--- config.mk ---
export PLATFORM = sky130hd
export DESIGN_NAME = cst_ram
export DESIGN_NICKNAME = d
export VERILOG_FILES = /design/src/hdl/cst_ram.sv
export SDC_FILE = /design/constraint.sdc
export NUM_CORES = 1
export LEC_CHECK = 0
export ABC_AREA = 1
export BUFFER_PORTS_ARGS = -buffer_cell sky130_fd_sc_hd__buf_2
export CORE_AREA = 2 2 91 110
export CTS_BUF_LIST = sky130_fd_sc_hd__clkbuf_8
export DETAILED_ROUTE_END_ITERATION = 6
export DIE_AREA = 0 0 93 112
export PLACE_DENSITY = 0.87
export SLEW_MARGIN = 15
export SYNTH_ARGS = -nofsm -noshare
export SYNTH_HDL_FRONTEND = slang
export SYNTH_SLANG_ARGS = --single-unit
--- constraint.sdc ---
create_clock -name clk -period 1.7 [get_ports clk]
set_clock_uncertainty 0.15 [all_clocks]
set_input_delay 0.34 -clock clk [delete_from_list [all_inputs] [get_ports clk]]
set_output_delay 0.34 -clock clk [all_outputs]
set_load 0.005 [all_outputs]
--- src/hdl/cst_ram.sv ---
// Generic simple dual-port RAM with registered read.
`timescale 1ns / 1ps
module cst_ram #(
	parameter int WIDTH = 8,
	parameter int DEPTH = 16
) (
	input  logic                     clk,
	input  logic                     we,
	input  logic [$clog2(DEPTH)-1:0] waddr,
	input  logic [WIDTH-1:0]         wdata,
	input  logic [$clog2(DEPTH)-1:0] raddr,
	output logic [WIDTH-1:0]         rdata
);
	logic [WIDTH-1:0] mem [DEPTH];

	always_ff @(posedge clk) begin
		if (we) begin
			mem[waddr] <= wdata;
		end
		rdata <= mem[raddr];
	end
endmodule

==> insert_results.sql <==
INSERT INTO impl_metrics (metric_group, metric, value, unit) VALUES
('hold_path', 'hold_class', 'input pin to flop', ''),
('timing', 'fin_crit', '1.41', 'ns'),
('grt', 'antenna_violations_before_repair', '0', ''),
('floorplan', 'die-area', '10400', 'um2'),
('final_layout', 'number_of_standard_cells_in_the_layout_taps_in_and_fillers_out', '734', ''),
('worst_setup_path', 'critical_path_buf_inv_count', '1', ''),
('clock_tree', 'number_of_clock_sinks', '136', ''),
('synth', 'yosys_warnings', '0', ''),
('synth', 'syn_inst', '551', ''),
('grt', 'gr-total-overflow', '0', ''),
('final_layout', 'layout.cells.most_common', 'nand2_1', ''),
('placement', 'total_instance_count_after_detailed_placement', '702', ''),
('clock_tree', 'clock_transition_time_at_the_flip_flop_clock_pins_of_the_worst_setup_and_hold_paths', '0.08', 'ns'),
('floorplan', 'rows', '39', ''),
('clock_tree', 'cts_buffers', '17', ''),
('clock_tree', 'postcts_setup_bufs', '0', ''),
('placement', 'area_after_detailed_placement', '6130', 'um2'),
('grt', 'grt_start_max_net_pins', '37', ''),
('final_layout', 'postLayoutCoreUtil', '69.9', '%'),
('floorplan', 'placeableCoreArea', '9370', 'um2'),
('routing', 'routed_wirelength', '12.6', 'mm'),
('final_layout', 'final_area', '6550', 'um2'),
('grt', 'first_global_vias', '4038', ''),
('routing', 'num_vias', '4094', ''),
('final_layout', 'mostFrequentLayoutCells', 'nand2_1 (173), edfxtp_1 (128), inv_1 (101), nand3_1 (97), buf_2 (25)', ''),
('clock_tree', 'cts_htree_levels', '4', ''),
('routing', 'route.detailed.vias_per_inst', '5.58', ''),
('routing', 'ant_nets', '0', ''),
('final_layout', 'n_antenna_cell', '0', ''),
('timing', 'timing.fmax', '0.712', 'GHz'),
('synth', 'synthDistinctLibCells', '12', ''),
('floorplan', 'fp.dieW', '93', 'um'),
('timing', 'period_share', '82.7', '%'),
('clock_tree', 'cts_hold_repair.buffers', '0', ''),
('grt', 'grt_first_pass_wirelength', '19.7', 'mm'),
('grt', 'grt_use_total', '25.7', '%'),
('worst_setup_path', 'category_of_the_worst_setup_path_capture_point', 'output pin', ''),
('worst_setup_path', 'cp_data_required_time', '1.21', 'ns'),
('final_layout', 'nets', '616', ''),
('synth', 'postSynthNetCount', '569', ''),
('routing', 'detail_route.iter0.violations', '552', ''),
('routing', 'drt_pre_antenna_iters', '5', ''),
('floorplan', 'design.portCount', '26', ''),
('worst_setup_path', 'cp_cell_instances', 'buf_2', ''),
('synth', 'post_synthesis_mean_instance_area', '10.5', 'um2'),
('synth', 'syn-cell-area', '5770', 'um2'),
('worst_setup_path', 'critPathArrivalTime', '0.92', 'ns'),
('worst_setup_path', 'cpPeakStageDelay', '0.35', 'ns'),
('placement', 'buffer_ports.inserted', '25', ''),
('worst_setup_path', 'path_max_fanout', '1', ''),
('timing', 'worst_slew_margin_rel', '74.6', '%'),
('power', 'power_density', '1060', 'nW/um2'),
('timing', 'setup_violations', '0', ''),
('floorplan', 'die_height', '112', 'um'),
('final_layout', 'layout-drive-gt1-share', '13.9', '%'),
('timing', 'timing.setup.tns', '0', 'ns'),
('routing', 'drcViolationCount', '0', ''),
('synth', 'synth-seq-cells', '136', ''),
('final_layout', 'areaGrowthSynthToFinish', '13.5', '%'),
('worst_setup_path', 'cell_family_with_the_largest_share_of_critical_path_delay', 'flip-flops', ''),
('placement', 'dpl.hpwl', '7.81', 'mm'),
('clock_tree', 'cts.root.buffer_cell', 'clkbuf_8', ''),
('placement', 'gp_congestion', '0.816', ''),
('timing', 'finalHoldViolCount', '0', ''),
('power', 'peakVddDrop', '718', 'uV'),
('power', 'leakage_power_of_the_design', '2.87', 'nW'),
('power', 'fin_total_pwr', '0.00695', 'W'),
('clock_tree', 'cts.repair.resized', '0', ''),
('run', 'maxCapViolations', '0', ''),
('routing', 'wl_per_cell', '17.2', 'um'),
('timing', 'final_max_slew_viol_count', '0', ''),
('clock_tree', 'cts_tree', 'done', ''),
('worst_setup_path', 'timing.critical_path.slowest_stage_cell', 'dfxtp_1', ''),
('timing', 'rsz0062_at_grt', 'false', ''),
('worst_setup_path', 'kind_of_start_point_of_the_critical_path', 'flop', ''),
('synth', 'synth_seq_area_share', '69.4', '%'),
('timing', 'timing_worst_slew_pin_value', '0.382', 'ns'),
('clock_tree', 'clk_path_buf_depth', '2', ''),
('clock_tree', 'clock_latency', '0.44', 'ns'),
('run_status', 'outcome', 'completed', ''),
('floorplan', 'initial_core_util', '61.6', '%'),
('worst_setup_path', 'setup.worst_path.class', 'flop to output pin', '');
==> synth_stat cells <==
| library cell | number | area, um2 |
|---|---|---|
| inv_1 | 100 | 375 |
| inv_2 | 2 | 7.51 |
| nand3b_1 | 2 | 15.0 |
| buf_1 | 1 | 3.75 |
| dfxtp_1 | 8 | 160 |
| buf_2 | 13 | 65.1 |
| edfxtp_1 | 128 | 3840 |
| nand3_1 | 97 | 485 |
| buf_6 | 6 | 67.6 |
| buf_4 | 4 | 30.0 |
| nand2_1 | 173 | 649 |
| nor2_1 | 17 | 63.8 |
==> registers in the layout, indices dropped and copies added (netlist names) <==
| register | count |
|---|---|
| mem | 128 |
| rdata | 8 |
==> report_power, final <==
| group | leakage (nW) | internal (W) | total, W | switching (W) |
|---|---|---|---|---|
| Clock | 0.196 | 0.00145 | 0.00272 | 0.00127 |
| Sequential | 1.22 | 0.00374 | 0.00376 | 0.0000214 |
| Combinational | 1.45 | 0.000150 | 0.000462 | 0.000312 |
==> final cells by class <==
class / count / area (um2)
Sequential cell: 136 / 4000
Fill cell: 638 / 2820
Multi-Input combinational cell: 289 / 1210
Inverter: 102 / 383
Timing Repair Buffer: 52 / 378
Clock buffer: 17 / 234
Clock inverter: 15 / 180
Tap cell: 123 / 154
==> worst paths after layout <==
path | slack (ns) | depth (start not counted) | start | to
hold reg to reg | 0.53 | 6 | mem[15][0] | rdata[0]
hold / removal | 0.13 | 1 | wdata[7] | mem[15][7]
setup reg to reg | 0.57 | 6 | mem[0][7] | rdata[7]
setup / recovery | 0.29 | 1 | rdata[2] | rdata[2]
==> layer usage <==
| metal | global-route usage, % | part of all wire, % | up-vias | wire (um) |
|---|---|---|---|---|
| li1 | - | - | 1866 | - |
| met1 | 30.7 | 36 | 1880 | 4500 |
| met2 | 41.1 | 49 | 278 | 6190 |
| met3 | 6.02 | 9.8 | 70 | 1240 |
| met4 | 17.6 | 5.5 | 0 | 693 |
| met5 | 0 | 0 | - | 0 |
==> cell families (layout without fill, tap and decap cells) <==
| group | Yosys count | count (layout) | share of synthesized area [%] |
|---|---|---|---|
| simple gates | 289 | 289 | 21.0 |
| buf+inv | 126 | 186 | 9.52 |
| flops | 136 | 136 | 69.4 |
==> per-stage QoR <==
| stage | hold slack [ns] | setup slack [ns] |
|---|---|---|
| floorplan | 0.289 | 0.259 |
| global placement | 0.475 | 0.184 |
| detailed placement | 0.493 | 0.128 |
| CTS | 0.0977 | 0.276 |
| global route | 0.110 | 0.267 |
| finish | 0.133 | 0.295 |
Note: power is estimated with default switching activity, not from simulation.
